<file path="src/rtl/core/rbd_pkg.sv">
// Shared types, constants and command codes for the retry backoff decider.
package rbd_pkg;

    // Delay range in whole milliseconds; the working delay carries 16 fraction bits
    localparam int DELAY_BITS = 32;
    localparam int DQ_W       = DELAY_BITS + 16;
    localparam int GP_W       = DQ_W + 16;
    localparam int MUL_A_W    = (DELAY_BITS > 32) ? DELAY_BITS : 32;
    localparam int MUL_B_W    = 32;
    localparam int PROD_W     = MUL_A_W + MUL_B_W;
    localparam int SUM_W      = PROD_W + 1;
    localparam int DLY_W      = 33;
    localparam int FACT_W     = 18;

    localparam logic [63:0] DELAY_LIM  = (64'd1 << DELAY_BITS) - 64'd1;
    localparam logic [63:0] SEED_SUBST = 64'h9E37_79B9_7F4A_7C15;
    localparam logic [63:0] MIX_MULT   = 64'h2545_F491_4F6C_DD1D;
    localparam logic [16:0] ONE_Q16    = 17'h1_0000;

    // Configuration register indexes
    localparam logic [2:0] REG_ATTEMPT_LIMIT = 3'd0;
    localparam logic [2:0] REG_BASE_DELAY    = 3'd1;
    localparam logic [2:0] REG_CAP_DELAY     = 3'd2;
    localparam logic [2:0] REG_GROWTH        = 3'd3;
    localparam logic [2:0] REG_JITTER        = 3'd4;

    // Error classes on the request side
    localparam logic [2:0] CLS_UNSPEC    = 3'd0;
    localparam logic [2:0] CLS_TRANSIENT = 3'd1;
    localparam logic [2:0] CLS_EXHAUSTED = 3'd2;
    localparam logic [2:0] CLS_PERMANENT = 3'd3;
    localparam logic [2:0] CLS_VALIDATE  = 3'd4;
    localparam logic [2:0] CLS_AUTH      = 3'd5;
    localparam logic [2:0] CLS_CANCELED  = 3'd6;
    localparam logic [2:0] CLS_OTHER     = 3'd7;

    // Result categories
    localparam logic [2:0] CAT_TRANSIENT = 3'd0;
    localparam logic [2:0] CAT_RES_LOST  = 3'd1;
    localparam logic [2:0] CAT_PERMANENT = 3'd2;
    localparam logic [2:0] CAT_VALIDATE  = 3'd3;
    localparam logic [2:0] CAT_AUTH      = 3'd4;
    localparam logic [2:0] CAT_CANCELED  = 3'd5;
    localparam logic [2:0] CAT_UNKNOWN   = 3'd6;

    // Actions
    localparam logic [1:0] ACT_RETRY = 2'd0;
    localparam logic [1:0] ACT_FAIL  = 2'd1;
    localparam logic [1:0] ACT_DEAD  = 2'd2;

    // Datapath operations issued by the controller
    localparam logic [3:0] OP_NONE      = 4'd0;
    localparam logic [3:0] OP_GROW_STEP = 4'd1;
    localparam logic [3:0] OP_GROW_END  = 4'd2;
    localparam logic [3:0] OP_H0        = 4'd3;
    localparam logic [3:0] OP_H1        = 4'd4;
    localparam logic [3:0] OP_H2        = 4'd5;
    localparam logic [3:0] OP_H3        = 4'd6;
    localparam logic [3:0] OP_FACT      = 4'd7;
    localparam logic [3:0] OP_FADD      = 4'd8;
    localparam logic [3:0] OP_MH        = 4'd9;
    localparam logic [3:0] OP_ML        = 4'd10;
    localparam logic [3:0] OP_FIN       = 4'd11;

    typedef struct packed {
        logic [7:0]  attempt_limit;
        logic [31:0] base_delay_ms;
        logic [31:0] cap_delay_ms;
        logic [15:0] growth_factor;
        logic [16:0] jitter_span;
    } cfg_t;

    typedef struct packed {
        logic       load;
        logic [3:0] op;
        logic       out_load;
    } cmd_t;

    typedef struct packed {
        logic retry;
        logic grow_busy;
        logic jit_zero;
    } status_t;

endpackage

</file>
<file path="src/rtl/core/rbd_ctrl.sv">
// Controller state machine sequencing the datapath and both handshakes.
module rbd_ctrl (
    input  logic               aclk,
    input  logic               aresetn,
    input  logic               s_valid,
    output logic               s_ready,
    output logic               m_valid,
    input  logic               m_ready,
    input  rbd_pkg::status_t   status,
    output rbd_pkg::cmd_t      cmd
);
    import rbd_pkg::*;

    localparam logic [3:0] S_IDLE = 4'd0;
    localparam logic [3:0] S_GROW = 4'd1;
    localparam logic [3:0] S_H0   = 4'd2;
    localparam logic [3:0] S_H1   = 4'd3;
    localparam logic [3:0] S_H2   = 4'd4;
    localparam logic [3:0] S_H3   = 4'd5;
    localparam logic [3:0] S_FACT = 4'd6;
    localparam logic [3:0] S_FADD = 4'd7;
    localparam logic [3:0] S_MH   = 4'd8;
    localparam logic [3:0] S_ML   = 4'd9;
    localparam logic [3:0] S_FIN  = 4'd10;
    localparam logic [3:0] S_OUT  = 4'd11;

    logic [3:0] state_reg;
    logic [3:0] state_next;
    logic       m_valid_reg;
    logic       m_valid_next;
    logic       slot_free;

    assign s_ready   = (state_reg == S_IDLE);
    assign m_valid   = m_valid_reg;
    assign slot_free = !m_valid_reg || m_ready;

    // Next state and datapath commands
    always_comb begin
        state_next   = state_reg;
        m_valid_next = m_valid_reg && !m_ready;
        cmd.load     = 1'b0;
        cmd.op       = OP_NONE;
        cmd.out_load = 1'b0;
        unique case (state_reg)
            S_IDLE: begin
                if (s_valid) begin
                    cmd.load   = 1'b1;
                    state_next = S_GROW;
                end
            end
            S_GROW: begin
                if (!status.retry) begin
                    state_next = S_OUT;
                end else if (status.grow_busy) begin
                    cmd.op = OP_GROW_STEP;
                end else begin
                    cmd.op     = OP_GROW_END;
                    state_next = status.jit_zero ? S_OUT : S_H0;
                end
            end
            S_H0: begin
                cmd.op     = OP_H0;
                state_next = S_H1;
            end
            S_H1: begin
                cmd.op     = OP_H1;
                state_next = S_H2;
            end
            S_H2: begin
                cmd.op     = OP_H2;
                state_next = S_H3;
            end
            S_H3: begin
                cmd.op     = OP_H3;
                state_next = S_FACT;
            end
            S_FACT: begin
                cmd.op     = OP_FACT;
                state_next = S_FADD;
            end
            S_FADD: begin
                cmd.op     = OP_FADD;
                state_next = S_MH;
            end
            S_MH: begin
                cmd.op     = OP_MH;
                state_next = S_ML;
            end
            S_ML: begin
                cmd.op     = OP_ML;
                state_next = S_FIN;
            end
            S_FIN: begin
                cmd.op     = OP_FIN;
                state_next = S_OUT;
            end
            S_OUT: begin
                if (slot_free) begin
                    cmd.out_load = 1'b1;
                    m_valid_next = 1'b1;
                    state_next   = S_IDLE;
                end
            end
            default: state_next = S_IDLE;
        endcase
    end

    always_ff @(posedge aclk) begin
        if (!aresetn) begin
            state_reg   <= S_IDLE;
            m_valid_reg <= 1'b0;
        end else begin
            state_reg   <= state_next;
            m_valid_reg <= m_valid_next;
        end
    end

endmodule
</file>
<file path="config.mk">
export PLATFORM = sky130hd
export DESIGN_NAME = rbd_ctrl
export DESIGN_NICKNAME = d
export VERILOG_FILES = /design/src/rtl/core/rbd_pkg.sv /design/src/rtl/core/rbd_ctrl.sv
export SDC_FILE = /design/constraint.sdc
export NUM_CORES = 1
export LEC_CHECK = 0
export ABC_AREA = 1
export BUFFER_PORTS_ARGS = -buffer_cell sky130_fd_sc_hd__buf_2
export CORE_AREA = 3 3 40 42
export DETAILED_ROUTE_END_ITERATION = 12
export DIE_AREA = 0 0 43 45
export GPL_TIMING_DRIVEN = 0
export MAX_ROUTING_LAYER = met4
export SLEW_MARGIN = 20
export SYNTH_ARGS = -nofsm -noshare
export SYNTH_HDL_FRONTEND = slang
export SYNTH_SLANG_ARGS = --single-unit
</file>
<file path="constraint.sdc">
create_clock -name aclk -period 2.4 [get_ports aclk]
set_input_delay 0.24 -clock aclk [delete_from_list [all_inputs] [get_ports aclk]]
set_output_delay 0.24 -clock aclk [all_outputs]
set_load 0.05 [all_outputs]
</file>
# Word level (Yosys, flattened, before mapping)
# Cells that the tools add are included.
[word_totals] ff_bits=5 out_inout_bits=8
[op_classes] eq_ne=14 mux=15 n_reduce_logical=6
[ops] cell="$pmux 4 s12" count=1
[ops] cell="$pmux 4 s10" count=1
[ops] cell="$mux 4" count=6
[ops] cell="$eq 4x3->1 const B" count=4
[ops] cell="$eq 4x4->1 const B" count=4
[ops] cell="$eq 4x2->1 const B" count=2
[ops] cell="$mux 1" count=6
[ops] cell="$eq 4x1->1 const B" count=1
[ops] cell="$logic_not 4->1" count=1
[ops] cell="$ne 2x2->1 const B" count=2
[ops] cell="$ne 3x3->1 const B" count=1
[ops] cell="$reduce_and 3->1" count=1
[ops] cell="$logic_not 1->1" count=2
[ops] cell="$mux 2" count=1
[ops] cell="$logic_and 1x1->1" count=1
[ops] cell="$logic_or 1x1->1" count=1

# Logic depth before layout (Yosys ltp)
[logic_depth] word_depth=4 ltp_mapped=7 mapped_depth_nobuf=7

# Worst setup path after synthesis
# Ideal clock, no wire load.
[synth_timing] kind="reg-to-output" from="register state_reg[0]" to="output port cmd[5] (netlist bit)" t_arrival_ns=1.603 slack_ns=0.557 stages_incl_launch_ff=4 path_buffers=0 path_cell_list="dfxtp_1 nor2_1 inv_1 nor3_1"
[synth_lines] element="start: declaration" line="rbd_ctrl.sv:27" text="logic [3:0] state_reg;"
[synth_lines] element="start signal: assignment" line="rbd_ctrl.sv:113" text="state_reg <= state_next;"
[synth_lines] element="end: declaration" line="rbd_ctrl.sv:10" text="output rbd_pkg::cmd_t cmd"

==> reports/metrics.csv <==
stage,metric,value,unit
yosys,synthesized flop and latch total,5,
finish,Final Instance Area,483,sq um
place,pre-CTS setup slack,0.981,ns
pwr,Worst IR Drop VDD,513,uV
clock_tree,# hold bufs at CTS,0,
worst_setup_path,"Slowest-stage cell, CP",dfxtp_1,
outcome,status,"complete, no violations",
grt,largest net degree at the start of global routing,7,
finish,footprint of the multi-input gates,211,sq um
job,maxcap violations,0,
route,DRC viols,0,
floorplan,Die W,43,um
grt,grt total ovfl,0,
sta,Final WS setup,0.724,ns
finish,most frequent cells in the layout,"nor2_1, nand2_1, buf_2, inv_1, nand3_1",
pwr,LEAKAGE,0.303,nW
pwr,power density over the cells,1570,nW/um^2
worst_setup_path,critical path type,reg2out,
pwr,Clock power frac,0.124,
yosys,Synth Instances,66,
yosys,Post-Syn Area,368,sq um
worst_setup_path,WP data arrival,1.44,ns
pwr,switching part of the total,0.598,
finish,Reg area,100,sq um
grt,number of global-route vias before repair,342,
clock_tree,Post-CTS Resized,0,
sta,Max-Slew Margin vs Limit,0.830,
sta,min Tclk post-route,1.68,ns
place,routability cong.,0.732,
sta,Final period util,0.698,
place,Placed Cells,95,
sta,Worst Tran Pin Value,0.254,ns
sta,final count of pins violating max slew,0,
floorplan,DIE HEIGHT,45,um
sta,Max Freq,597,MHz
yosys,Synth area leaders,"dfxtp_1, nand2_1, nor2_1",
route,vias per inst,4.22,
floorplan,Top Ports,15,
yosys,"area leader, netlist",dfxtp_1,
sta,endpoints failing hold,0,
finish,share of layout cells above drive strength 1,0.286,
grt,first-pass GRT wire length,1260,um
clock_tree,Root Buffer,clkbuf_4,
grt,global-route usage over all layers,0.0911,
route,Starting DRT DRC Count,8,
grt,initial antenna violation count,0,
finish,Area Overhead vs Synth,31.3,%
pwr,Sequential Power Share,0.187,
clock_tree,CTS tree,yes,
floorplan,Starting Density,0.286,
yosys,register area share after synthesis,0.272,
sta,"Setup violations, final",0,
finish,number of flip-flops in the largest register,4,
clock_tree,Clock transition at path regs,0.04,ns
finish,final design utilization,0.376,
floorplan,CORE AREA,1280,sq um
sta,RSZ-0062 raised after global routing,false,
place,Post-DP HPWL,673,um
yosys,share of the synthesized area in the top cell type,0.272,
finish,Non-Filler Instances,99,
sta,Setup Skew,0.00210,ns
clock_tree,cts bufs inserted,3,
yosys,Synthesis Warnings,0,
worst_setup_path,crit end category,output pin,
pwr,Comb pwr share,0.689,
place,Placed Area,457,sq um
worst_setup_path,max incr delay on CP,0.41,ns
floorplan,row count,13,
worst_setup_path,CP Launch Type,flop,
route,final WL,803,um
finish,Final nets,92,
finish,number of fill cells,143,
route,drt pass-1 iters,4,
clock_tree,Post-CTS Setup Repair Bufs,0,
worst_setup_path,CP Cell Sequence,nor2_1 -> nor3b_1 -> nand2_1 -> nand3_1 -> buf_2,
worst_setup_path,CP Max Fanout,4,
clock_tree,clock sink count,5,
worst_setup_path,Worst EP required,2.16,ns
yosys,synthesized area per cell,5.57,sq um
floorplan,DIE AREA,1940,sq um
pwr,Net Switching,453,uW
route,vias post-DR,418,
route,Avg WL per Cell,8.11,um
min_path,worst min-delay path class,in2reg,
sta,setup TNS,0,ns
yosys,syn nets,73,
clock_tree,H-tree levels,1,
clock_tree,Clock Path Buffers,2,
yosys,Yosys cell types,15,
clock_tree,clock latency on the worst-skew pair,0.24,ns
route,Final ANT Viol Nets,0,
finish,# diodes,0,
pwr,Int Power,304,uW
place,PortBufs,14,
[cell type report]
cell class | instances | share of cell area
multi-input combinational | 46 | 0.438
sequential | 5 | 0.207
timing repair buffer | 14 | 0.145
inverter | 15 | 0.117
clock buffer | 4 | 0.0544
tap | 15 | 0.0389
[routing by layer]
metal  up-vias  track usage  wire length [um]
li1        237            -                 -
met1       171        0.117               394
met2        10        0.129               360
met3         0       0.0120                48
met4         0       0.0723                 0
met5         -            -                 0
[cells by family (layout without fill, tap and decap cells)]
kind of cell,count (synthesis),in the layout,synth area share
AO/OA/AOI/OAI,3,3,0.0476
buffers and inverters,15,33,0.153
flip-flops,5,5,0.272
AND/OR/NAND/NOR,43,43,0.527
[cells in the mapped netlist]
library cell	count
nor2_1	14
nor3_1	1
inv_1	12
nand3_1	8
o21a_1	1
nand3_2	1
nand3b_1	1
nor3b_1	1
o21ai_1	1
inv_2	3
nand2_2	2
dfxtp_1	5
a21oi_1	1
nand2_1	14
nor2_2	1
[worst paths after layout]
check | startpoint | endpoint | slack (ns) | depth (start not counted)
max reg2reg | state_reg[0] | state_reg[3] | 1.35 | 5
min reg2reg | m_valid | m_valid | 0.54 | 4
min | aresetn | state_reg[0] | 0.26 | 3
max | state_reg[0] | cmd[2] | 0.72 | 5
[metrics by stage]
step           hold WS, ns  total power, mW
5_1_grt              0.269            0.822
2_1_floorplan        0.368            0.566
3_3_place_gp         0.500            0.666
3_5_place_dp         0.503            0.667
4_1_cts              0.245            0.768
6_report             0.260            0.757
[critical path: cells and delay by family, from the launching register on]
| family | cells | cell delay, ns |
|---|---|---|
| flops | 1 | 0.41 |
| simple gates | 4 | 0.54 |
| buf+inv | 1 | 0.26 |
[power groups by stage]
stage / registers [mW] / logic (mW) / clock network (mW)
4_1_cts: 0.141 / 0.526 / 0.101
3_5_place_dp: 0.142 / 0.524 / 0
2_1_floorplan: 0.139 / 0.426 / 0
3_3_place_gp: 0.142 / 0.524 / 0
6_report: 0.142 / 0.522 / 0.0942
5_1_grt: 0.145 / 0.574 / 0.103
Power figures use the tool's default switching activity.
