`src/rtl/core/rbd_pkg.sv`:
```
// Shared types, constants and command codes for the retry backoff decider.
package rbd_pkg;

    // Delay range in whole milliseconds; the working delay carries 16 fraction bits
    localparam int DELAY_BITS = 32;
    localparam int DQ_W       = DELAY_BITS + 16;
    localparam int GP_W       = DQ_W + 16;
    localparam int MUL_A_W    = (DELAY_BITS > 32) ? DELAY_BITS : 32;
    localparam int MUL_B_W    = 32;
    localparam int PROD_W     = MUL_A_W + MUL_B_W;
    localparam int SUM_W      = PROD_W + 1;
    localparam int DLY_W      = 33;
    localparam int FACT_W     = 18;

    localparam logic [63:0] DELAY_LIM  = (64'd1 << DELAY_BITS) - 64'd1;
    localparam logic [63:0] SEED_SUBST = 64'h9E37_79B9_7F4A_7C15;
    localparam logic [63:0] MIX_MULT   = 64'h2545_F491_4F6C_DD1D;
    localparam logic [16:0] ONE_Q16    = 17'h1_0000;

    // Configuration register indexes
    localparam logic [2:0] REG_ATTEMPT_LIMIT = 3'd0;
    localparam logic [2:0] REG_BASE_DELAY    = 3'd1;
    localparam logic [2:0] REG_CAP_DELAY     = 3'd2;
    localparam logic [2:0] REG_GROWTH        = 3'd3;
    localparam logic [2:0] REG_JITTER        = 3'd4;

    // Error classes on the request side
    localparam logic [2:0] CLS_UNSPEC    = 3'd0;
    localparam logic [2:0] CLS_TRANSIENT = 3'd1;
    localparam logic [2:0] CLS_EXHAUSTED = 3'd2;
    localparam logic [2:0] CLS_PERMANENT = 3'd3;
    localparam logic [2:0] CLS_VALIDATE  = 3'd4;
    localparam logic [2:0] CLS_AUTH      = 3'd5;
    localparam logic [2:0] CLS_CANCELED  = 3'd6;
    localparam logic [2:0] CLS_OTHER     = 3'd7;

    // Result categories
    localparam logic [2:0] CAT_TRANSIENT = 3'd0;
    localparam logic [2:0] CAT_RES_LOST  = 3'd1;
    localparam logic [2:0] CAT_PERMANENT = 3'd2;
    localparam logic [2:0] CAT_VALIDATE  = 3'd3;
    localparam logic [2:0] CAT_AUTH      = 3'd4;
    localparam logic [2:0] CAT_CANCELED  = 3'd5;
    localparam logic [2:0] CAT_UNKNOWN   = 3'd6;

    // Actions
    localparam logic [1:0] ACT_RETRY = 2'd0;
    localparam logic [1:0] ACT_FAIL  = 2'd1;
    localparam logic [1:0] ACT_DEAD  = 2'd2;

    // Datapath operations issued by the controller
    localparam logic [3:0] OP_NONE      = 4'd0;
    localparam logic [3:0] OP_GROW_STEP = 4'd1;
    localparam logic [3:0] OP_GROW_END  = 4'd2;
    localparam logic [3:0] OP_H0        = 4'd3;
    localparam logic [3:0] OP_H1        = 4'd4;
    localparam logic [3:0] OP_H2        = 4'd5;
    localparam logic [3:0] OP_H3        = 4'd6;
    localparam logic [3:0] OP_FACT      = 4'd7;
    localparam logic [3:0] OP_FADD      = 4'd8;
    localparam logic [3:0] OP_MH        = 4'd9;
    localparam logic [3:0] OP_ML        = 4'd10;
    localparam logic [3:0] OP_FIN       = 4'd11;

    typedef struct packed {
        logic [7:0]  attempt_limit;
        logic [31:0] base_delay_ms;
        logic [31:0] cap_delay_ms;
        logic [15:0] growth_factor;
        logic [16:0] jitter_span;
    } cfg_t;

    typedef struct packed {
        logic       load;
        logic [3:0] op;
        logic       out_load;
    } cmd_t;

    typedef struct packed {
        logic retry;
        logic grow_busy;
        logic jit_zero;
    } status_t;

endpackage

```
`src/rtl/core/rbd_datapath.sv`:
```
// Datapath: classification, backoff growth loop, jitter draw and scaling.
module rbd_datapath (
    input  logic                        aclk,
    input  rbd_pkg::cfg_t               cfg,
    input  rbd_pkg::cmd_t               cmd,
    output rbd_pkg::status_t            status,
    input  logic [7:0]                  s_failed_count,
    input  logic [2:0]                  s_error_class,
    input  logic                        s_hint_present,
    input  logic                        s_hint_retry,
    input  logic [63:0]                 s_rng_seed,
    output logic [2:0]                  m_category,
    output logic [1:0]                  m_action,
    output logic [rbd_pkg::DLY_W-1:0]   m_delay_ms
);
    import rbd_pkg::*;

    logic [2:0]          cat_reg;
    logic [1:0]          action_reg;
    logic [7:0]          cnt_reg;
    logic                stop_reg;
    logic [DQ_W-1:0]     d_reg;
    logic [63:0]         x_reg;
    logic [31:0]         acc_reg;
    logic [FACT_W-1:0]   f_reg;
    logic [PROD_W-1:0]   prod_reg;
    logic [PROD_W-1:0]   hi_reg;
    logic [DLY_W-1:0]    delay_reg;
    logic [2:0]          m_category_reg;
    logic [1:0]          m_action_reg;
    logic [DLY_W-1:0]    m_delay_reg;

    logic [2:0]          in_cat;
    logic                in_retry;
    logic [1:0]          in_action;
    logic [63:0]         x0, x1, x2, x3;
    logic [DELAY_BITS-1:0] base_c, cap_c;
    logic [DQ_W-1:0]     capq;
    logic [DQ_W-1:0]     d_clamp;
    logic [GP_W-1:0]     grow_prod;
    logic [GP_W-1:0]     grow_next;
    logic                grow_hit;
    logic [16:0]         j_eff;
    logic [16:0]         one_minus_j;
    logic [MUL_A_W-1:0]  mul_a;
    logic [MUL_B_W-1:0]  mul_b;
    logic [SUM_W-1:0]    fin_sum;

    // Class to category map
    always_comb begin
        unique case (s_error_class)
            CLS_TRANSIENT: in_cat = CAT_TRANSIENT;
            CLS_EXHAUSTED: in_cat = CAT_RES_LOST;
            CLS_PERMANENT: in_cat = CAT_PERMANENT;
            CLS_VALIDATE:  in_cat = CAT_VALIDATE;
            CLS_AUTH:      in_cat = CAT_AUTH;
            CLS_CANCELED:  in_cat = CAT_CANCELED;
            default:       in_cat = CAT_UNKNOWN;
        endcase
    end

    // Retry policy: a negative hint vetoes, unknown needs a positive hint, the attempt limit dead-letters
    always_comb begin
        if (in_cat == CAT_TRANSIENT || in_cat == CAT_RES_LOST)
            in_retry = !(s_hint_present && !s_hint_retry);
        else if (in_cat == CAT_UNKNOWN)
            in_retry = s_hint_present && s_hint_retry;
        else
            in_retry = 1'b0;
        if (!in_retry)
            in_action = ACT_FAIL;
        else if (s_failed_count >= cfg.attempt_limit)
            in_action = ACT_DEAD;
        else
            in_action = ACT_RETRY;
    end

    // xorshift64* shift-and-xor scramble of the seed
    assign x0 = (s_rng_seed == 64'd0) ? SEED_SUBST : s_rng_seed;
    assign x1 = x0 ^ (x0 >> 12);
    assign x2 = x1 ^ (x1 << 25);
    assign x3 = x2 ^ (x2 >> 27);

    // Clamp base and cap to the delay range
    assign base_c = ({32'd0, cfg.base_delay_ms} > DELAY_LIM) ? DELAY_BITS'(DELAY_LIM)
                                                               : DELAY_BITS'(cfg.base_delay_ms);
    assign cap_c  = ({32'd0, cfg.cap_delay_ms} > DELAY_LIM) ? DELAY_BITS'(DELAY_LIM)
                                                              : DELAY_BITS'(cfg.cap_delay_ms);
    assign capq    = {cap_c, 16'd0};
    assign d_clamp = (d_reg > capq) ? capq : d_reg;

    // One growth step: multiply by Q8.8 factor, overflow past 64 bits counts as cap
    assign grow_prod = GP_W'(d_reg) * GP_W'(cfg.growth_factor);
    assign grow_next = grow_prod >> 8;
    assign grow_hit  = ((grow_prod >> 64) != '0) || (grow_next >= GP_W'(capq));

    // Jitter span saturates at one
    assign j_eff       = (cfg.jitter_span > ONE_Q16) ? ONE_Q16 : cfg.jitter_span;
    assign one_minus_j = ONE_Q16 - j_eff;

    // Operand select for the shared multiplier
    always_comb begin
        mul_a = '0;
        mul_b = '0;
        case (cmd.op)
            OP_H0: begin
                mul_a = MUL_A_W'(x_reg[31:0]);
                mul_b = MIX_MULT[31:0];
            end
            OP_H1: begin
                mul_a = MUL_A_W'(x_reg[63:32]);
                mul_b = MIX_MULT[31:0];
            end
            OP_H2: begin
                mul_a = MUL_A_W'(x_reg[31:0]);
                mul_b = MIX_MULT[63:32];
            end
            OP_FACT: begin
                mul_a = MUL_A_W'(acc_reg);
                mul_b = MUL_B_W'({j_eff, 1'b0});
            end
            OP_MH: begin
                mul_a = MUL_A_W'(d_reg[DQ_W-1:16]);
                mul_b = MUL_B_W'(f_reg);
            end
            OP_ML: begin
                mul_a = MUL_A_W'(d_reg[15:0]);
                mul_b = MUL_B_W'(f_reg);
            end
            default: begin
                mul_a = '0;
                mul_b = '0;
            end
        endcase
    end

    assign fin_sum = SUM_W'(hi_reg) + SUM_W'(prod_reg >> 16);

    // Product register of the shared multiplier
    always_ff @(posedge aclk) begin
        prod_reg <= PROD_W'(mul_a) * PROD_W'(mul_b);
    end

    // Working registers, updated per controller operation
    always_ff @(posedge aclk) begin
        if (cmd.load) begin
            cat_reg    <= in_cat;
            action_reg <= in_action;
            cnt_reg    <= (s_failed_count != 8'd0) ? s_failed_count - 8'd1 : 8'd0;
            stop_reg   <= 1'b0;
            d_reg      <= {base_c, 16'd0};
            x_reg      <= x3;
            delay_reg  <= '0;
        end else begin
            unique case (cmd.op)
                OP_GROW_STEP: begin
                    cnt_reg <= cnt_reg - 8'd1;
                    if (grow_hit) begin
                        d_reg    <= capq;
                        stop_reg <= 1'b1;
                    end else begin
                        d_reg <= DQ_W'(grow_next);
                    end
                end
                OP_GROW_END: begin
                    d_reg <= d_clamp;
                    if (j_eff == 17'd0)
                        delay_reg <= DLY_W'(d_clamp >> 16);
                end
                OP_H1:   acc_reg <= prod_reg[63:32];
                OP_H2:   acc_reg <= acc_reg + prod_reg[31:0];
                OP_H3:   acc_reg <= acc_reg + prod_reg[31:0];
                OP_FADD: f_reg   <= FACT_W'(one_minus_j) + FACT_W'(prod_reg >> 32);
                OP_ML:   hi_reg  <= prod_reg;
                OP_FIN:  delay_reg <= DLY_W'(fin_sum >> 16);
                default: ;
            endcase
        end
    end

    // Result register, free-standing from the working registers
    always_ff @(posedge aclk) begin
        if (cmd.out_load) begin
            m_category_reg <= cat_reg;
            m_action_reg   <= action_reg;
            m_delay_reg    <= delay_reg;
        end
    end

    assign m_category = m_category_reg;
    assign m_action   = m_action_reg;
    assign m_delay_ms = m_delay_reg;

    assign status.retry     = (action_reg == ACT_RETRY);
    assign status.grow_busy = (cnt_reg != 8'd0) && !stop_reg;
    assign status.jit_zero  = (j_eff == 17'd0);

endmodule

```
`config.mk`:
```
export PLATFORM = sky130hd
export DESIGN_NAME = rbd_datapath
export DESIGN_NICKNAME = d
export VERILOG_FILES = /design/src/rtl/core/rbd_pkg.sv /design/src/rtl/core/rbd_datapath.sv
export SDC_FILE = /design/constraint.sdc
export NUM_CORES = 2
export LEC_CHECK = 0
export ABC_AREA = 0
export CAP_MARGIN = 20
export CORE_MARGIN = 2
export CORE_UTILIZATION = 60
export DETAILED_ROUTE_END_ITERATION = 12
export DONT_BUFFER_PORTS = 1
export MAX_ROUTING_LAYER = met4
export PLACE_DENSITY = 0.77
export SLEW_MARGIN = 20
export SYNTH_ARGS = -nofsm -noshare
export SYNTH_HDL_FRONTEND = slang
export SYNTH_SLANG_ARGS = --single-unit
```
`constraint.sdc`:
```
create_clock -name aclk -period 33.4 [get_ports aclk]
set_input_delay 6.68 -clock aclk [delete_from_list [all_inputs] [get_ports aclk]]
set_output_delay 6.68 -clock aclk [all_outputs]
set_load 0.02 [all_outputs]
```
---- Word level (Yosys, flattened, before mapping) ----
Index checks and enable logic that the tools add are counted.
operators by class
  add/sub/neg operators ................... 6
  multiply operators ...................... 2
  order comparisons ....................... 4
  eq/ne operators ......................... 21
  multiplexer cells ....................... 18
  bitwise gates (word level) .............. 4
  reduce and logical (&&, ||, !) cells .... 28
operators by type and width
  operator                                                count
  case mux 32 bit (5 select lines)                        1
  two-way mux 48 bit                                      3
  case mux 31 bit (4 select lines)                        1
  case mux 48 bit (2 select lines)                        1
  case mux 33 bit (2 select lines)                        1
  zero test 64 bit                                        1
  multiplier 32 x 32 -> 64 bit                            1
  multiplier 48 x 16 -> 64 bit                            1
  two-way mux 64 bit                                      1
  case mux 32 bit (2 select lines)                        1
  XOR 64 x 37 -> 64 bit                                   1
  XOR 64 x 52 -> 64 bit                                   1
  XOR 64 bit                                              1
  >= comparator 56 x 48 -> 1 bit                          1
  adder 49 x 48 -> 49 bit                                 1
  greater-than comparator 48 bit                          1
  two-way mux 33 bit                                      1
  adder 32 bit                                            1
  two-way mux 8 bit                                       3
  adder 17 x 18 -> 18 bit                                 1
  case mux 3 bit (6 select lines)                         1
  greater-than comparator 17 bit (second input constant)  1
  zero test 17 bit                                        1
  two-way mux 17 bit                                      1
  other kinds (24)                                        55
word-level totals
  flip-flop bits (word level) ............. 360
  input bits .............................. 189
  output and inout port bits .............. 41
  logic and storage cells ................. 98

---- Depth between registers and ports, before layout ----
  depth after elaboration ................. 5
  mapped depth ............................ 43
  mapped depth without buffers ............ 39

---- Worst setup path before layout ----
Ideal clock, no wire load.
  path type ............................... input port to flip-flop
  start point ............................. input cfg[4] (netlist bit)
  end point ............................... register prod_reg[57]
  setup time .............................. 72 ps
  arrival ................................. 16314 ps
  data required time ...................... 33328 ps
  path slack .............................. 17014 ps
  stages on the path ...................... 39
  buffers on the path ..................... 4
  path through ............................ or3_1 -> nor4_1 -> and3_1 -> nand2_1 -> o21ai_1 -> and2_1 -> clkbuf_1 -> buf_1 -> a221o_1 -> clkbuf_1 -> nand2_1 -> fa_1 -> inv_1 -> fa_1 -> fa_1 -> inv_1 -> fa_1 -> inv_1 -> (+3 left out) -> inv_1 -> fa_1 -> inv_1 -> fa_1 -> inv_1 -> ha_1 -> clkbuf_1 -> a21oi_1 -> o21ai_0 -> a21oi_1 -> o21ai_0 -> a2111oi_0 -> nor4_1 -> or3_1 -> a31o_2 -> and3_1 -> a311oi_1 -> xnor2_1
on the way
  longest elaborated chain between the ends .. 4
ends and longest elaborated chain
  element                             line                 text
  start: declaration                  rbd_datapath.sv:4    input rbd_pkg::cfg_t cfg,
  greater-than comparator 17 bit      rbd_datapath.sv:98   assign j_eff = (cfg.jitter_span > ONE_Q16) ? ONE_Q16 : cfg.jitter_span;
  two-way mux 17 bit *                rbd_datapath.sv:98
  case mux 31 bit (4 select lines) *  rbd_datapath.sv:105  case (cmd.op)
  multiplier 32 x 32 -> 64 bit *      rbd_datapath.sv:141  prod_reg <= PROD_W'(mul_a) * PROD_W'(mul_b);
  end signal: assignment              rbd_datapath.sv:141
  end: declaration                    rbd_datapath.sv:26   logic [PROD_W-1:0] prod_reg;
Mark *: on every way between the ends. The rest lies on a longest branch, timed or not.
A chain may end at the register's enable or synchronous reset.

---- Worst setup path in the final report ----
  start point ............................. input cfg[18] (netlist bit)
  end point ............................... register d_reg[9]
on the way
  longest elaborated chain between the ends .. 4
ends and longest elaborated chain
  element                             line                 text
  multiplier 48 x 16 -> 64 bit *      rbd_datapath.sv:93   assign grow_prod = GP_W'(d_reg) * GP_W'(cfg.growth_factor);
  >= comparator 56 x 48 -> 1 bit      rbd_datapath.sv:95   assign grow_hit = ((grow_prod >> 64) != '0) || (grow_next >= GP_W'(capq));
  two-way mux 48 bit *                rbd_datapath.sv:158  if (grow_hit) begin
  case mux 48 bit (2 select lines) *  rbd_datapath.sv:155  unique case (cmd.op)
  end signal: assignment              rbd_datapath.sv:159  d_reg <= capq;
  end signal: assignment              rbd_datapath.sv:162  d_reg <= DQ_W'(grow_next);
  end signal: assignment              rbd_datapath.sv:166  d_reg <= d_clamp;
  end: declaration                    rbd_datapath.sv:22   logic [DQ_W-1:0] d_reg;
Marks and branches as above.

==> impl_metrics.py <==
metrics = {
    "global_routing": {
        "grt_pass1_vias": 61900,
        "track_usage": 0.458,
        "grt_max_degree": 151,
        "grt.overflow.total": 0,
        "grt_pass1_wl_um": 404000,
        "antenna_found_initial": 25,
    },
    "cts": {
        "clkLatencyLatePin_ps": 660,
        "postCtsHoldBufs": 0,
        "cts_tree": "done",
        "clock-sinks": 360,
        "root_buffer": "clkbuf_16",
        "cts_max_level": 2,
        "cts_buffer_depth": 3,
        "cts_resized": 0,
        "cts_buffers": 46,
        "cts.clk_slew.worst_paths_ps": 60,
        "cts_setup_buffers": 0,
    },
    "synth": {
        "synthMostInstantiatedCell": "inv_1",
        "synth_enable_flop_cells": 246,
        "yosysUniqueCellTypes": 80,
        "synth_area_leaders": "fa_1, ha_1, edfxtp_1",
        "synth_top_cell_area_share": 0.385,
        "yosysSeqAreaShare": 0.132,
        "syn-instance-count": 8012,
        "synth.largest_area_cell": "fa_1",
        "ys_async_sr_fraction": 0,
        "synth_nets": 10300,
        "yosys_warnings": 0,
        "avgSynthCellArea_um2": 9.17,
        "dominantRegCellSynth": "edfxtp_1",
        "ys_ff_latch": 360,
        "synth_area_um2": 73400,
        "netlist_top_cells_count": "inv_1, fa_1, nand2_1",
    },
    "floorplanning": {
        "dieArea_um2": 125000,
        "die_h_um": 354,
        "core-area_um2": 122000,
        "rows": 128,
        "die_w_um": 354,
        "start_util": 0.604,
        "boundaryPins": 230,
    },
    "timing": {
        "skew_ps": 36.8,
        "tightest_slew_ps": 1240,
        "rsz0062_at_grt": "no",
        "fin_crit_ps": 18120,
        "finalCritPeriodShare": 0.542,
        "fin_setup_tns_ps": 0,
        "worst_slew_margin_rel": 0.168,
        "fmax_mhz": 55.2,
        "setup_viol": 0,
        "final_max_slew_viol_count": 0,
        "finalHoldViolations": 0,
    },
    "layout": {
        "area_delta_synth_final_pct": 4.61,
        "drive_above_1_share": 0.0354,
        "final_core_util": 0.632,
        "nets": 10100,
    },
    "route": {
        "wl_per_cell_um": 29.0,
        "firstDrtPassIters": 6,
        "drc": 0,
        "drtIter0Drc": 6687,
        "wl_um": 275000,
        "vias": 59200,
        "ant_nets": 0,
        "viasPerCell": 6.24,
    },
    "critical_path": {
        "critical_path_class": "in2reg",
        "worstPathRequired_ps": 33920,
        "r2r_slack_ps": 20200,
        "crit_top_cell": "fa_1",
        "crit_fanout": 48,
        "critPathCaptureType": "flop",
        "critical_path_arrival_ps": 18640,
        "cp-start-kind": "primary input",
        "cp_slowest_stage_delay_ps": 880,
        "crit_slowest_cell": "a211oi_1",
    },
    "run": {
        "maxCapViolations": 0,
    },
    "min_path": {
        "hold_class": "reg2reg",
    },
    "outcome": {
        "status": "complete, no violations",
    },
    "placed_design": {
        "dpl.hpwl_um": 218000,
        "place.gp.congestion": 1.09,
        "port_buffers": 0,
    },
}
==> placed cells by master (no fill, tap or decap), drive strengths merged, types with 130 or more instances in the layout <==
| cell | count |
|---|---|
| nand2 | 1112 |
| fa | 1414 |
| a21oi | 361 |
| edfxtp | 246 |
| ha | 654 |
| nor2 | 471 |
| xnor2 | 207 |
| a21o | 130 |
| and2 | 272 |
| o21ai | 159 |
| inv | 1589 |
==> area by class of cell <==
| class | instances | area, um2 |
|---|---|---|
| well taps | 1625 | 2030 |
| diodes | 26 | 65.1 |
| multi-input cells | 5691 | 56600 |
| inverters | 1582 | 5940 |
| clock buffers | 60 | 1360 |
| fillers | 10200 | 44700 |
| flip-flops and latches | 360 | 9670 |
| clock inverters | 26 | 259 |
| repair buffers | 115 | 925 |
==> path summary, 6_finish.rpt <==
kind,startpoint,endpoint,depth (start not counted)
worst max register to register,d_reg[16],d_reg[9],37
worst max-delay path,cfg[18],d_reg[9],37
worst min-delay path,cat_reg[0],m_category[0],0
worst min register to register,cat_reg[0],m_category[0],0
==> critical path, delay by kind of cell <==
kind | cells | cell delay (ps)
adder cells (fa/ha/maj) | 8 | 3760
AO/OA/AOI/OAI | 8 | 2510
AND/OR/NAND/NOR | 16 | 4880
buffers and inverters | 4 | 490
XOR/XNOR | 1 | 180
==> metrics by stage <==
step	std cells	cell area (um2)	hold slack, ps	setup WS, ps
after floorplan	8012	73400	400	17010
after global placement	9366	75000	403	15200
after detailed placement	9369	75100	410	14880
after CTS	9455	76700	423	15540
after global routing	9478	76800	426	15190
final	9485	76800	420	15280
==> cells by family after synthesis <==
group                    count (synthesis)  share of synthesized area
XOR/XNOR                               320                     0.0382
flip-flops                             360                      0.132
buffers and inverters                 1961                      0.101
AO/OA/AOI/OAI                          997                     0.0863
multiplexers                            76                     0.0108
AND/OR/NAND/NOR                       2230                      0.136
adder cells (fa/ha/maj)               2068                      0.497
==> per-layer routing <==
layer,track usage,share of wire,wire length (um)
met4,0.286,0.080,21900
met1,0.538,0.35,97000
met2,0.696,0.45,124000
met5,-,0,0
met3,0.129,0.12,31900
Power is not shown: default switching activity piles up to over one toggle a cycle in this logic, so the estimate is an artifact.
