<file path="src/rtl/core/rbd_pkg.sv">
// Shared types, constants and command codes for the retry backoff decider.
package rbd_pkg;

    // Delay range in whole milliseconds; the working delay carries 16 fraction bits
    localparam int DELAY_BITS = 32;
    localparam int DQ_W       = DELAY_BITS + 16;
    localparam int GP_W       = DQ_W + 16;
    localparam int MUL_A_W    = (DELAY_BITS > 32) ? DELAY_BITS : 32;
    localparam int MUL_B_W    = 32;
    localparam int PROD_W     = MUL_A_W + MUL_B_W;
    localparam int SUM_W      = PROD_W + 1;
    localparam int DLY_W      = 33;
    localparam int FACT_W     = 18;

    localparam logic [63:0] DELAY_LIM  = (64'd1 << DELAY_BITS) - 64'd1;
    localparam logic [63:0] SEED_SUBST = 64'h9E37_79B9_7F4A_7C15;
    localparam logic [63:0] MIX_MULT   = 64'h2545_F491_4F6C_DD1D;
    localparam logic [16:0] ONE_Q16    = 17'h1_0000;

    // Configuration register indexes
    localparam logic [2:0] REG_ATTEMPT_LIMIT = 3'd0;
    localparam logic [2:0] REG_BASE_DELAY    = 3'd1;
    localparam logic [2:0] REG_CAP_DELAY     = 3'd2;
    localparam logic [2:0] REG_GROWTH        = 3'd3;
    localparam logic [2:0] REG_JITTER        = 3'd4;

    // Error classes on the request side
    localparam logic [2:0] CLS_UNSPEC    = 3'd0;
    localparam logic [2:0] CLS_TRANSIENT = 3'd1;
    localparam logic [2:0] CLS_EXHAUSTED = 3'd2;
    localparam logic [2:0] CLS_PERMANENT = 3'd3;
    localparam logic [2:0] CLS_VALIDATE  = 3'd4;
    localparam logic [2:0] CLS_AUTH      = 3'd5;
    localparam logic [2:0] CLS_CANCELED  = 3'd6;
    localparam logic [2:0] CLS_OTHER     = 3'd7;

    // Result categories
    localparam logic [2:0] CAT_TRANSIENT = 3'd0;
    localparam logic [2:0] CAT_RES_LOST  = 3'd1;
    localparam logic [2:0] CAT_PERMANENT = 3'd2;
    localparam logic [2:0] CAT_VALIDATE  = 3'd3;
    localparam logic [2:0] CAT_AUTH      = 3'd4;
    localparam logic [2:0] CAT_CANCELED  = 3'd5;
    localparam logic [2:0] CAT_UNKNOWN   = 3'd6;

    // Actions
    localparam logic [1:0] ACT_RETRY = 2'd0;
    localparam logic [1:0] ACT_FAIL  = 2'd1;
    localparam logic [1:0] ACT_DEAD  = 2'd2;

    // Datapath operations issued by the controller
    localparam logic [3:0] OP_NONE      = 4'd0;
    localparam logic [3:0] OP_GROW_STEP = 4'd1;
    localparam logic [3:0] OP_GROW_END  = 4'd2;
    localparam logic [3:0] OP_H0        = 4'd3;
    localparam logic [3:0] OP_H1        = 4'd4;
    localparam logic [3:0] OP_H2        = 4'd5;
    localparam logic [3:0] OP_H3        = 4'd6;
    localparam logic [3:0] OP_FACT      = 4'd7;
    localparam logic [3:0] OP_FADD      = 4'd8;
    localparam logic [3:0] OP_MH        = 4'd9;
    localparam logic [3:0] OP_ML        = 4'd10;
    localparam logic [3:0] OP_FIN       = 4'd11;

    typedef struct packed {
        logic [7:0]  attempt_limit;
        logic [31:0] base_delay_ms;
        logic [31:0] cap_delay_ms;
        logic [15:0] growth_factor;
        logic [16:0] jitter_span;
    } cfg_t;

    typedef struct packed {
        logic       load;
        logic [3:0] op;
        logic       out_load;
    } cmd_t;

    typedef struct packed {
        logic retry;
        logic grow_busy;
        logic jit_zero;
    } status_t;

endpackage

</file>
<file path="src/rtl/core/rbd_cfg_regs.sv">
// Configuration register file for the retry backoff decider.
module rbd_cfg_regs (
    input  logic              aclk,
    input  logic              aresetn,
    input  logic              cfg_valid,
    output logic              cfg_ready,
    input  logic [2:0]        cfg_index,
    input  logic [31:0]       cfg_data,
    output rbd_pkg::cfg_t     cfg
);
    import rbd_pkg::*;

    cfg_t cfg_reg;
    cfg_t cfg_next;

    assign cfg_ready = 1'b1;
    assign cfg      = cfg_reg;

    // Decode the register index of a write transaction
    always_comb begin
        cfg_next = cfg_reg;
        if (cfg_valid) begin
            unique case (cfg_index)
                REG_ATTEMPT_LIMIT: cfg_next.attempt_limit = cfg_data[7:0];
                REG_BASE_DELAY:    cfg_next.base_delay_ms = cfg_data;
                REG_CAP_DELAY:     cfg_next.cap_delay_ms  = cfg_data;
                REG_GROWTH:        cfg_next.growth_factor = cfg_data[15:0];
                REG_JITTER:        cfg_next.jitter_span   = cfg_data[16:0];
                default:           cfg_next = cfg_reg;
            endcase
        end
    end

    always_ff @(posedge aclk) begin
        if (!aresetn) begin
            cfg_reg.attempt_limit <= 8'd3;
            cfg_reg.base_delay_ms <= 32'd100;
            cfg_reg.cap_delay_ms  <= 32'd10000;
            cfg_reg.growth_factor <= 16'd512;
            cfg_reg.jitter_span   <= 17'd16384;
        end else begin
            cfg_reg <= cfg_next;
        end
    end

endmodule

</file>
<file path="config.mk">
export PLATFORM = sky130hd
export DESIGN_NAME = rbd_cfg_regs
export DESIGN_NICKNAME = d
export VERILOG_FILES = /design/src/rtl/core/rbd_pkg.sv /design/src/rtl/core/rbd_cfg_regs.sv
export SDC_FILE = /design/constraint.sdc
export NUM_CORES = 1
export LEC_CHECK = 0
export CAP_MARGIN = 20
export CORE_MARGIN = 2
export CORE_UTILIZATION = 28
export DETAILED_ROUTE_END_ITERATION = 8
export DONT_BUFFER_PORTS = 1
export SYNTH_ARGS = -nofsm -noshare
export SYNTH_HDL_FRONTEND = slang
export SYNTH_SLANG_ARGS = --single-unit
</file>
<file path="constraint.sdc">
create_clock -name aclk -period 1.3 [get_ports aclk]
set_input_delay 0.26 -clock aclk [delete_from_list [all_inputs] [get_ports aclk]]
set_output_delay 0.26 -clock aclk [all_outputs]
set_load 0.01 [all_outputs]
</file>
==> Yosys cells after proc, flatten, opt, wreduce, memory -nomap -nowiden <==
Index checks and enable logic that the tools add are counted.
{ "word_totals": {"reg_bits": 105, "latch_bits": 0, "ram_bits": 0, "mem_bits_ro": 0, "in_bits": 38, "out_inout_bits": 106, "n_memories": 0} }
{ "op_classes": {"addsub": 0, "mul": 0, "n_div": 0, "magnitude_cmp": 0, "n_eq_ne": 4, "shift": 0, "n_mux": 0, "n_bitwise": 0, "reduce_logical": 6} }
{ "ops": {"columns": ["cell", "n"], "rows": [
  ["$reduce_and 2->1", 5],
  ["$eq 3x2->1 const B", 2],
  ["$eq 3x1->1 const B", 1],
  ["$eq 3x3->1 const B", 1],
  ["$logic_not 3->1", 1]
]} }

==> Logic depth before layout (Yosys ltp) <==
Gate-level depths: netlist of run 1.
{ "depth": {"depth_word": 2, "ltp_mapped": 4} }

==> Worst setup path before layout of run 1 <==
No wires, ideal clock.
{ "synth_path": {"kind": "input -> register", "start": "input cfg_index[0]", "end": "register cfg_reg, in the netlist cfg[100]", "arrival_ns": 1.040, "required_ns": 1.178, "slack_ns": 0.139, "cell_stages": 3, "path_buffers": 1, "cell_sequence": "or4b_1 > buf_6 > mux2i_1"} }
{ "synth_between": {"elab_chain_len": 2} }
{ "synth_lines": {"columns": ["item", "line_no", "text"], "rows": [
  ["start: declaration", "rbd_cfg_regs.sv:7", "input logic [2:0] cfg_index,"],
  ["$logic_not 3->1", "rbd_cfg_regs.sv:23", "unique case (cfg_index)"],
  ["$reduce_and 2->1 (no line)", null, null],
  ["end signal: assignment", "rbd_cfg_regs.sv:42", "cfg_reg <= cfg_next;"],
  ["end: declaration", "rbd_cfg_regs.sv:13", "cfg_t cfg_reg;"]
]} }
Every way passes these cells.
A chain may end at the register's enable or synchronous reset.

==> Final worst setup path of run 1 <==
{ "layout_path": {"start": "register cfg_reg, in the netlist cfg[16]", "end": "output cfg[16] (netlist bit)"} }
{ "layout_rtl": {"columns": ["item", "line_no", "text"], "rows": [
  ["end: declaration", "rbd_cfg_regs.sv:9", "output rbd_pkg::cfg_t cfg"]
]} }
No word-level cell between the ends.

==> impl_metrics.env, run 1 <==
export IMPL_combPwrFrac_pct=3.9
export IMPL_grt_pass1_wl_mm=14.4
export IMPL_yosysWarnings=0
export IMPL_clk_pin_slew_worst_paths_ps=70
export IMPL_synth_largest_area_cell="dfxtp_1"
export IMPL_hold_buffers=0
export IMPL_root_buffer="clkbuf_16"
export IMPL_hold_class="input pin to flop"
export IMPL_fin_util_pct=32.0
export IMPL_drtAntennaViolNets=0
export IMPL_die_h_um=124
export IMPL_cts_sinks=105
export IMPL_vias=2611
export IMPL_hold_viol_final=0
export IMPL_routed_wl_mm=9.84
export IMPL_tns_ps=0
export IMPL_setup_viol=0
export IMPL_r2r_end="cfg[16]"
export IMPL_antenna_found_initial=0
export IMPL_synth_top_area_share_pct=52.5
export IMPL_netSwitchingFraction_pct=23.2
export IMPL_clkLatencyLatePin_ps=340
export IMPL_core_um2=13900
export IMPL_netlist_area_um2=4000
export IMPL_die_x_um=124
export IMPL_dieArea_um2=15300
export IMPL_reg2reg_depth=2
export IMPL_end_kind="primary output"
export IMPL_syn_nets=434
export IMPL_num_fill_cells=1439
export IMPL_ctsResizeCount=0
export IMPL_hp_start="aresetn"
export IMPL_skew_ps=0
export IMPL_rsz0062_at_grt="false"
export IMPL_rows=43
export IMPL_finalCriticalPeriod_ps=1060
export IMPL_numCtsBuffers=9
export IMPL_cp_max_fo=2
export IMPL_seq_area_frac_synth_pct=52.5
export IMPL_p_seq_share_pct=54.4
export IMPL_place_congestion=0.686
export IMPL_grt_overflow=0
export IMPL_largest_register_ff_count=105
export IMPL_grt_start_max_net_pins=149
export IMPL_powerDensity_nw_per_um2=1390
export IMPL_finalCritPeriodShare_pct=81.5
export IMPL_worst_setup_path_type="flop to primary output"
export IMPL_synthCells=396
export IMPL_syn_mean_instance_area_um2=10.1
export IMPL_ios=144
export IMPL_outcome="completed"
export IMPL_postCtsSetupBuffers=0
export IMPL_synth_area_top_cells="dfxtp_1 53%, mux2i_1 26%, nand2_1 12%"
export IMPL_numPortBuffers=0
export IMPL_first_pass_iters=4
export IMPL_gr_usage_all_layers_pct=12.8
export IMPL_ys_types=15
export IMPL_hold_path_endpoint="cfg[91]"
export IMPL_finalMaxSlewViolations=0
export IMPL_cp_required_ps=1040
export IMPL_net_switching_power_mw=1.44
export IMPL_initial_core_util_pct=28.7
export IMPL_max_freq_mhz=944
export IMPL_nets=422
export IMPL_min_path_cells=2
export IMPL_viasPerCell=4.59
export IMPL_cts_tree="done"
export IMPL_grt_pass1_vias=2519
export IMPL_r2r_slack_ps=580
export IMPL_place_hpwl_mm=6.73
export IMPL_vdd_drop_max_mv=0.542
export IMPL_maxCapViolCount=0
export IMPL_drc_errors=0
export IMPL_power_internal_mw=4.76
export IMPL_pwr_share_clk_pct=41.6
export IMPL_routedWlPerCell_um=17.3
export IMPL_p_leak_nw=1.90
export IMPL_ys_seq_elements=105
export IMPL_critPathLaunchType="flop"
export IMPL_cp_data_arrival_time_ps=800
export IMPL_cts_max_level=3
export IMPL_drive_gt1_share_pct=6.68
export IMPL_first_iter_violations=78
export IMPL_cts_max_path_buffers=2
export IMPL_r2r_start="cfg[16]"
export IMPL_syn_to_final_growth_pct=11.4
export IMPL_n_antenna_cell=0
==> cells by family after synthesis <==
logic type | share of synthesized area (%)
simple gates | 17.2
mux | 26.3
other cells | 0.0937
buf+inv | 3.91
flops | 52.5
==> metrics by stage <==
stage          setup WS [ps]  total power [mW]  hold WS, ps  instances  cell area, um^2
6_report                 240              6.19         67.8        569             4460
5_1_grt                  187              6.47         57.4        569             4460
4_1_cts                  200              6.31         42.1        569             4460
3_5_place_dp            16.3              3.70          424        553             4180
3_3_place_gp            30.5              3.69          418        553             4180
2_1_floorplan            139              3.68          420        396             4000
==> how the worst max path moves through the flow <==
stage | from | to | slack, ps | cells past startpoint
2_1_floorplan | cfg_index[0] | cfg[100] | 140 | 3
3_3_place_gp | cfg_index[0] | cfg[101] | 30 | 2
3_5_place_dp | cfg_index[0] | cfg[101] | 20 | 2
4_1_cts | cfg[16] | cfg[16] | 200 | 0
5_1_grt | cfg[16] | cfg[16] | 190 | 0
6_report | cfg[16] | cfg[16] | 240 | 0
==> power groups by stage <==
stage | sequential (mW) | combinational (mW) | clock [mW]
4_1_cts | 3.37 | 0.251 | 2.68
3_3_place_gp | 3.45 | 0.242 | 0
2_1_floorplan | 3.43 | 0.248 | 0
6_report | 3.37 | 0.244 | 2.58
3_5_place_dp | 3.45 | 0.251 | 0
5_1_grt | 3.38 | 0.271 | 2.82
==> cell type report <==
type                       count  area (um^2)  area share, %
multi-input combinational    261         1750           39.2
clock buffer                  10          239           5.36
timing repair buffer           7          103           2.30
sequential                   105         2100           47.1
clock inverter                 6         42.5          0.954
tap                          180          225           5.05
==> per-layer routing <==
layer | part of all wire (%) | track usage [%] | vias up
li1 | - | - | 1277
met1 | 43 | 15.5 | 1238
met2 | 47 | 20.3 | 85
met3 | 8.6 | 5.63 | 11
met4 | 1.4 | 4.33 | 0
met5 | 0 | 0 | -
==> cells in the final DEF (no fill, tap or decap) <==
cell type,netlist,final
clkbuf_8,0,1
nor2b_1,23,23
nand4bb_2,0,1
nand4bb_1,2,1
buf_4,8,3
inv_6,0,1
dfxtp_1,105,105
clkinvlp_4,0,2
or4b_1,1,1
mux2i_1,105,105
clkbuf_16,0,9
nand4b_1,1,1
nor4b_1,1,1
and4bb_2,2,2
nand2_1,125,125
buf_12,0,4
clkinv_2,0,2
clkinv_4,0,1
conb_1,1,1
==> cells in the mapped netlist (all sizes together) <==
cell type / n
and4bb: 2
buf: 20
clkbuf: 10
conb: 1
dfxtp: 105
mux2i: 105
nand2: 125
nand4b: 1
nand4bb: 2
nor2b: 23
nor4b: 1
or4b: 1
(Power assumes the default switching activity.)
==> run 2, diff against run 1 <==
Settings changed: ABC_AREA from default to 1.
Clock period 1.3 ns to 0.9 ns, I/O delays scaled along.
==> run 2 against run 1 <==
The flow now finishes with violations (hold timing, setup timing). Critical path type unchanged. Setup slack got worse by 310 ps. Sequential share of layout area decreased by 1.3 points. Clock skew unchanged. Critical path depth increased by 1. Combinational power increased to 3.3 times the previous value.
==> impl_metrics.env, run 2 <==
export IMPL_ys_types=12
export IMPL_violations="hold timing, setup timing"
export IMPL_dieArea_um2=15900
export IMPL_grt_pass1_wl_mm=19.9
export IMPL_yosysWarnings=0
export IMPL_synth_largest_area_cell="dfxtp_1"
export IMPL_setup_viol=3
export IMPL_grt_overflow=0
export IMPL_cts_max_path_buffers=2
export IMPL_drive_gt1_share_pct=24.6
export IMPL_clk_pin_slew_worst_paths_ps=70
export IMPL_syn_to_final_growth_pct=22.2
export IMPL_root_buffer="clkbuf_16"
export IMPL_routed_wl_mm=12.7
export IMPL_synth_edf_count=0
export IMPL_ios=144
export IMPL_skew_ps=0
export IMPL_first_iter_violations=214
export IMPL_cp_required_ps=720
export IMPL_cp_max_fo=2
export IMPL_cts_max_level=3
export IMPL_netlist_area_um2=4180
export IMPL_place_hpwl_mm=8.77
export IMPL_synthCells=608
export IMPL_r2r_slack_ps=270
export IMPL_critPathMaxStageDelay_ps=330
export IMPL_numPortBuffers=0
export IMPL_initial_core_util_pct=28.8
export IMPL_die_h_um=126
export IMPL_use_met1_pct=20.0
export IMPL_viasPerCell=4.62
export IMPL_finalCriticalPeriod_ps=968
export IMPL_nets=643
export IMPL_finalPower_mw=9.81
export IMPL_outcome="complete, but fails checks"
export IMPL_p_leak_nw=2.18
export IMPL_min_path_cells=1
export IMPL_numCtsBuffers=9
export IMPL_reg2reg_depth=2
export IMPL_antenna_found_initial=0
export IMPL_yosysMostFrequentCell="nor2_1"
export IMPL_cp_data_arrival_time_ps=790
export IMPL_synth_area_top_cells="dfxtp_1 50%, nor2_1 17%, nand3_1 13%"
export IMPL_max_freq_mhz=1030
export IMPL_r2r_start="cfg[78]"
export IMPL_seq_area_frac_synth_pct=50.3
export IMPL_pwr_share_clk_pct=41.4
export IMPL_critPathLaunchType="flop"
export IMPL_tns_ps=-200
export IMPL_synth_async_reset_ratio_pct=0
export IMPL_synthTopCellsByCount="191 x nor2_1, 124 x nand2_1, 105 x dfxtp_1, 105 x nand3_1, 38 x inv_1"
export IMPL_routedWlPerCell_um=16.0
export IMPL_ys_seq_elements=105
export IMPL_die_x_um=126
export IMPL_finalCritPeriodShare_pct=108
export IMPL_worst_setup_path_type="flop to primary output"
export IMPL_core_um2=14500
export IMPL_cp_slowest_cell="dfxtp_2"
export IMPL_cp_num_buf_inv=1
export IMPL_n_antenna_cell=0
export IMPL_top_usage_layer="met2"
export IMPL_setup_slack_ps=-67.8
export IMPL_drtAntennaViolNets=0
export IMPL_hold_class="input pin to flop"
export IMPL_place_congestion=0.786
export IMPL_netSwitchingFraction_pct=24.1
export IMPL_synth_top_area_share_pct=50.3
export IMPL_grtUsageMet2_pct=25.6
export IMPL_fin_util_pct=35.1
export IMPL_final_common_cell="nor2_1"
export IMPL_syn_nets=646
export IMPL_combPwrFrac_pct=8.2
export IMPL_first_pass_iters=4
export IMPL_power_internal_mw=7.45
export IMPL_p_seq_share_pct=50.4
export IMPL_holdWs_ps=-58.0
export IMPL_drc_errors=0
export IMPL_net_switching_power_mw=2.36
export IMPL_powerDensity_nw_per_um2=1920
export IMPL_ys_flop_type="dfxtp_1"
export IMPL_grt_use_met3_pct=6.54
export IMPL_dp_slack_ps=-105
export IMPL_vias=3667
export IMPL_r2r_end="cfg[78]"
export IMPL_rsz0062_at_grt="true"
export IMPL_hold_path_endpoint="cfg[14]"
export IMPL_grt_start_max_net_pins=106
export IMPL_cts_sinks=105
export IMPL_end_kind="primary output"
export IMPL_rows=44
export IMPL_cp_depth=1
export IMPL_finalMaxSlewViolations=0
export IMPL_syn_mean_instance_area_um2=6.87
export IMPL_cts_tree="done"
export IMPL_hold_viol_final=89
export IMPL_crit_chain="buf_6"
export IMPL_clkLatencyLatePin_ps=340
export IMPL_largest_register_ff_count=105
export IMPL_gr_usage_all_layers_pct=16.2
export IMPL_cp_top_family="flip-flops"
export IMPL_hp_start="aresetn"
export IMPL_vdd_drop_max_mv=0.840
export IMPL_grt_pass1_vias=3454
export IMPL_maxCapViolCount=0
export IMPL_final_cell_mix="188 x nor2_1, 124 x nand2_1, 105 x nand3_1"
-- run 2: cell types whose count changed after synthesis, moves of 4 or more --
cell	change
nor2_1	+191
mux2i_1	-105
nand3_1	+105
inv_1	+38
nor2b_1	-23
buf_2	+16
clkbuf_1	-5
nor2_2	+4
-- run 2: power groups by stage --
stage	Combinational, mW	Clock, mW	Sequential [mW]
floorplan	0.615	0	5.07
global placement	0.800	0	5.12
detailed placement	0.808	0	5.12
CTS	0.812	4.21	4.99
global route	0.916	4.41	4.97
finish	0.802	4.06	4.95
-- run 2: cell families after synthesis --
logic type | synth area share, %
other | 0.0897
flip-flops | 50.3
buffers and inverters | 7.90
AO/OA/AOI/OAI | 0.240
AND/OR/NAND/NOR | 41.5
-- run 2: routing by layer --
| metal | part of all wire (%) | vias to the layer above | routed length, um |
|---|---|---|---|
| li1 | - | 1867 | - |
| met1 | 41 | 1676 | 5210 |
| met2 | 48 | 114 | 6100 |
| met3 | 9.8 | 10 | 1250 |
| met4 | 1.4 | 0 | 176 |
| met5 | 0 | - | 0 |
-- run 2: layout make-up --
| class | instances | area [um^2] |
|---|---|---|
| flip-flops and latches | 105 | 2340 |
| clock inverters | 2 | 35.0 |
| well taps | 184 | 230 |
| multi-input cells | 427 | 1770 |
| fillers | 1549 | 9430 |
| repair buffers | 24 | 317 |
| inverters | 38 | 143 |
| clock buffers | 14 | 274 |
-- run 2: worst max path at each step --
| stage | startpoint | endpoint | slack [ps] |
|---|---|---|---|
| after floorplan | cfg_index[1] | cfg[100] | -30 |
| after global placement | cfg_valid | cfg[70] | -90 |
| after detailed placement | cfg_valid | cfg[71] | -100 |
| after CTS | cfg[74] | cfg[74] | -90 |
| after global routing | cfg[92] | cfg[92] | -100 |
| final | cfg[73] | cfg[73] | -70 |
-- run 2: timing repair --
item,4_1_cts,5_1_grt
cloned,0,0
setup buffers,0,0
gates resized for setup,133,17
hold endpoints to repair,105,85
endpoints found under the setup margin,105,100
-- run 2: per-stage QoR --
step / area [um^2] / instances
final: 5110 / 794
after global routing: 5110 / 794
after CTS: 5060 / 794
after detailed placement: 4550 / 778
after global placement: 4550 / 778
after floorplan: 4220 / 608
==> run 3, diff against run 2 <==
Settings changed: SETUP_SLACK_MARGIN from default to 0.5.
==> run 3 against run 2 <==
Critical endpoint is now cfg[43]. Largest power group unchanged. Critical path depth shrank 1. The flow still finishes with violations (hold timing, setup timing). Non-clock buffer count grew 32. Combinational power grew 81%. Sequential power is essentially flat. Cell area grew 30%. Global-route usage grew 2.8 points. Die area is the same. Cell count grew 3.9%. Maximum frequency grew 6.1%.
==> impl_metrics.env, run 3 (synthesis gave the netlist of run 2 again) <==
export IMPL_outcome="complete, but fails checks"
export IMPL_violations="hold timing, setup timing"
export IMPL_grt_start_max_net_pins=106
export IMPL_max_freq_mhz=1100
export IMPL_gr_usage_all_layers_pct=18.9
export IMPL_combPwrFrac_pct=14.3
export IMPL_grt_overflow=0
export IMPL_first_iter_violations=293
export IMPL_numCtsBuffers=9
export IMPL_first_pass_iters=4
export IMPL_rsz0062_at_grt="true"
export IMPL_cp_data_arrival_time_ps=730
export IMPL_vdd_drop_max_mv=0.894
export IMPL_netSwitchingFraction_pct=26.8
export IMPL_finalCriticalPeriod_ps=912
export IMPL_finalPower_mw=10.2
export IMPL_cts_tree="done"
export IMPL_setup_slack_ps=-12.5
export IMPL_antenna_found_initial=0
export IMPL_hold_viol_final=96
export IMPL_numPortBuffers=0
export IMPL_final_common_cell="nor2_1"
export IMPL_syn_to_final_growth_pct=59.1
export IMPL_rows=44
export IMPL_p_leak_nw=2.59
export IMPL_net_switching_power_mw=2.73
export IMPL_p_seq_share_pct=48.4
export IMPL_holdWs_ps=-95.9
export IMPL_clkLatencyLatePin_ps=350
export IMPL_cts_max_level=3
export IMPL_drive_gt1_share_pct=52.9
export IMPL_cts_max_path_buffers=2
export IMPL_clk_pin_slew_worst_paths_ps=70
export IMPL_final_cell_mix="159 x nor2_1, 90 x nand2_1, 77 x nand3_2"
export IMPL_root_buffer="clkbuf_16"
export IMPL_viasPerCell=4.87
export IMPL_end_kind="primary output"
export IMPL_r2r_start="cfg[39]"
export IMPL_power_internal_mw=7.46
export IMPL_hp_start="aresetn"
export IMPL_powerDensity_nw_per_um2=1530
export IMPL_skew_ps=0
export IMPL_dieArea_um2=15900
export IMPL_place_hpwl_mm=8.87
export IMPL_drc_errors=0
export IMPL_nets=675
export IMPL_setup_viol=32
export IMPL_largest_register_ff_count=105
export IMPL_cp_required_ps=720
export IMPL_drtAntennaViolNets=0
export IMPL_r2r_slack_ps=250
export IMPL_finalCritPeriodShare_pct=101
export IMPL_grt_pass1_wl_mm=22.9
export IMPL_die_h_um=126
export IMPL_core_um2=14500
export IMPL_num_fill_cells=1396
export IMPL_finalMaxSlewViolations=0
export IMPL_grt_pass1_vias=3867
export IMPL_die_x_um=126
export IMPL_crit_start="cfg[43]"
export IMPL_routedWlPerCell_um=19.1
export IMPL_place_congestion=0.775
export IMPL_cp_max_fo=2
export IMPL_hold_class="input pin to flop"
export IMPL_ios=144
export IMPL_pwr_share_clk_pct=37.4
export IMPL_initial_core_util_pct=28.8
export IMPL_n_antenna_cell=0
export IMPL_worst_setup_path_type="flop to primary output"
export IMPL_maxCapViolCount=0
export IMPL_critPathLaunchType="flop"
export IMPL_routed_wl_mm=15.8
export IMPL_cts_sinks=105
export IMPL_vias=4014
[run 3: metal layers]
layer / vias up / part of all wire (%) / GRT usage, %
met4: 0 / 2.1 / 7.24
met3: 25 / 8.3 / 6.54
li1: 1950 / - / -
met2: 119 / 49 / 31.0
met1: 1920 / 41 / 23.0
met5: - / 0 / 0
[run 3: stage by stage]
stage | setup TNS, ps | area (um^2) | utilization [%] | setup WS [ps] | instances
2_1_floorplan | 0 | 4360 | - | 7.21 | 608
3_5_place_dp | -4330 | 4560 | 31.4 | -96.4 | 771
6_report | -143 | 6650 | 45.8 | -12.5 | 825
5_1_grt | -1870 | 6650 | 45.8 | -31.5 | 825
4_1_cts | -646 | 6030 | 41.5 | -26.1 | 816
3_3_place_gp | -3820 | 4560 | 31.4 | -90.9 | 771
[run 3: final timing paths]
path | endpoint | cells after the start
setup reg to reg | cfg[39] | 2
hold / removal | cfg[42] | 1
hold reg to reg | cfg[97] | 2
setup / recovery | cfg[43] | 0
[run 3: cell type report]
class	instances	area, um^2	area share, %
flip-flops and latches	105	2380	35.8
well taps	184	230	3.46
repair buffers	56	1050	15.7
clock inverters	3	15.0	0.226
clock buffers	12	267	4.01
inverters	38	179	2.69
multi-input cells	427	2530	38.1
[run 3: power groups by stage]
stage               registers, mW  clock network [mW]  logic (mW)
finish                       4.93                3.81        1.45
global route                 4.95                4.07        1.58
CTS                          5.00                3.90        1.24
detailed placement           5.13                   0       0.790
global placement             5.13                   0       0.783
floorplan                    5.08                   0       0.657
[run 3: timing repair]
action | 4_1_cts | 5_1_grt
gates cloned | 12 | 4
endpoints found under the setup margin | 210 | 210
gates resized for setup | 230 | 135
buffers inserted | 18 | 5
pin swaps | 184 | 151
hold endpoints to repair | 105 | 105
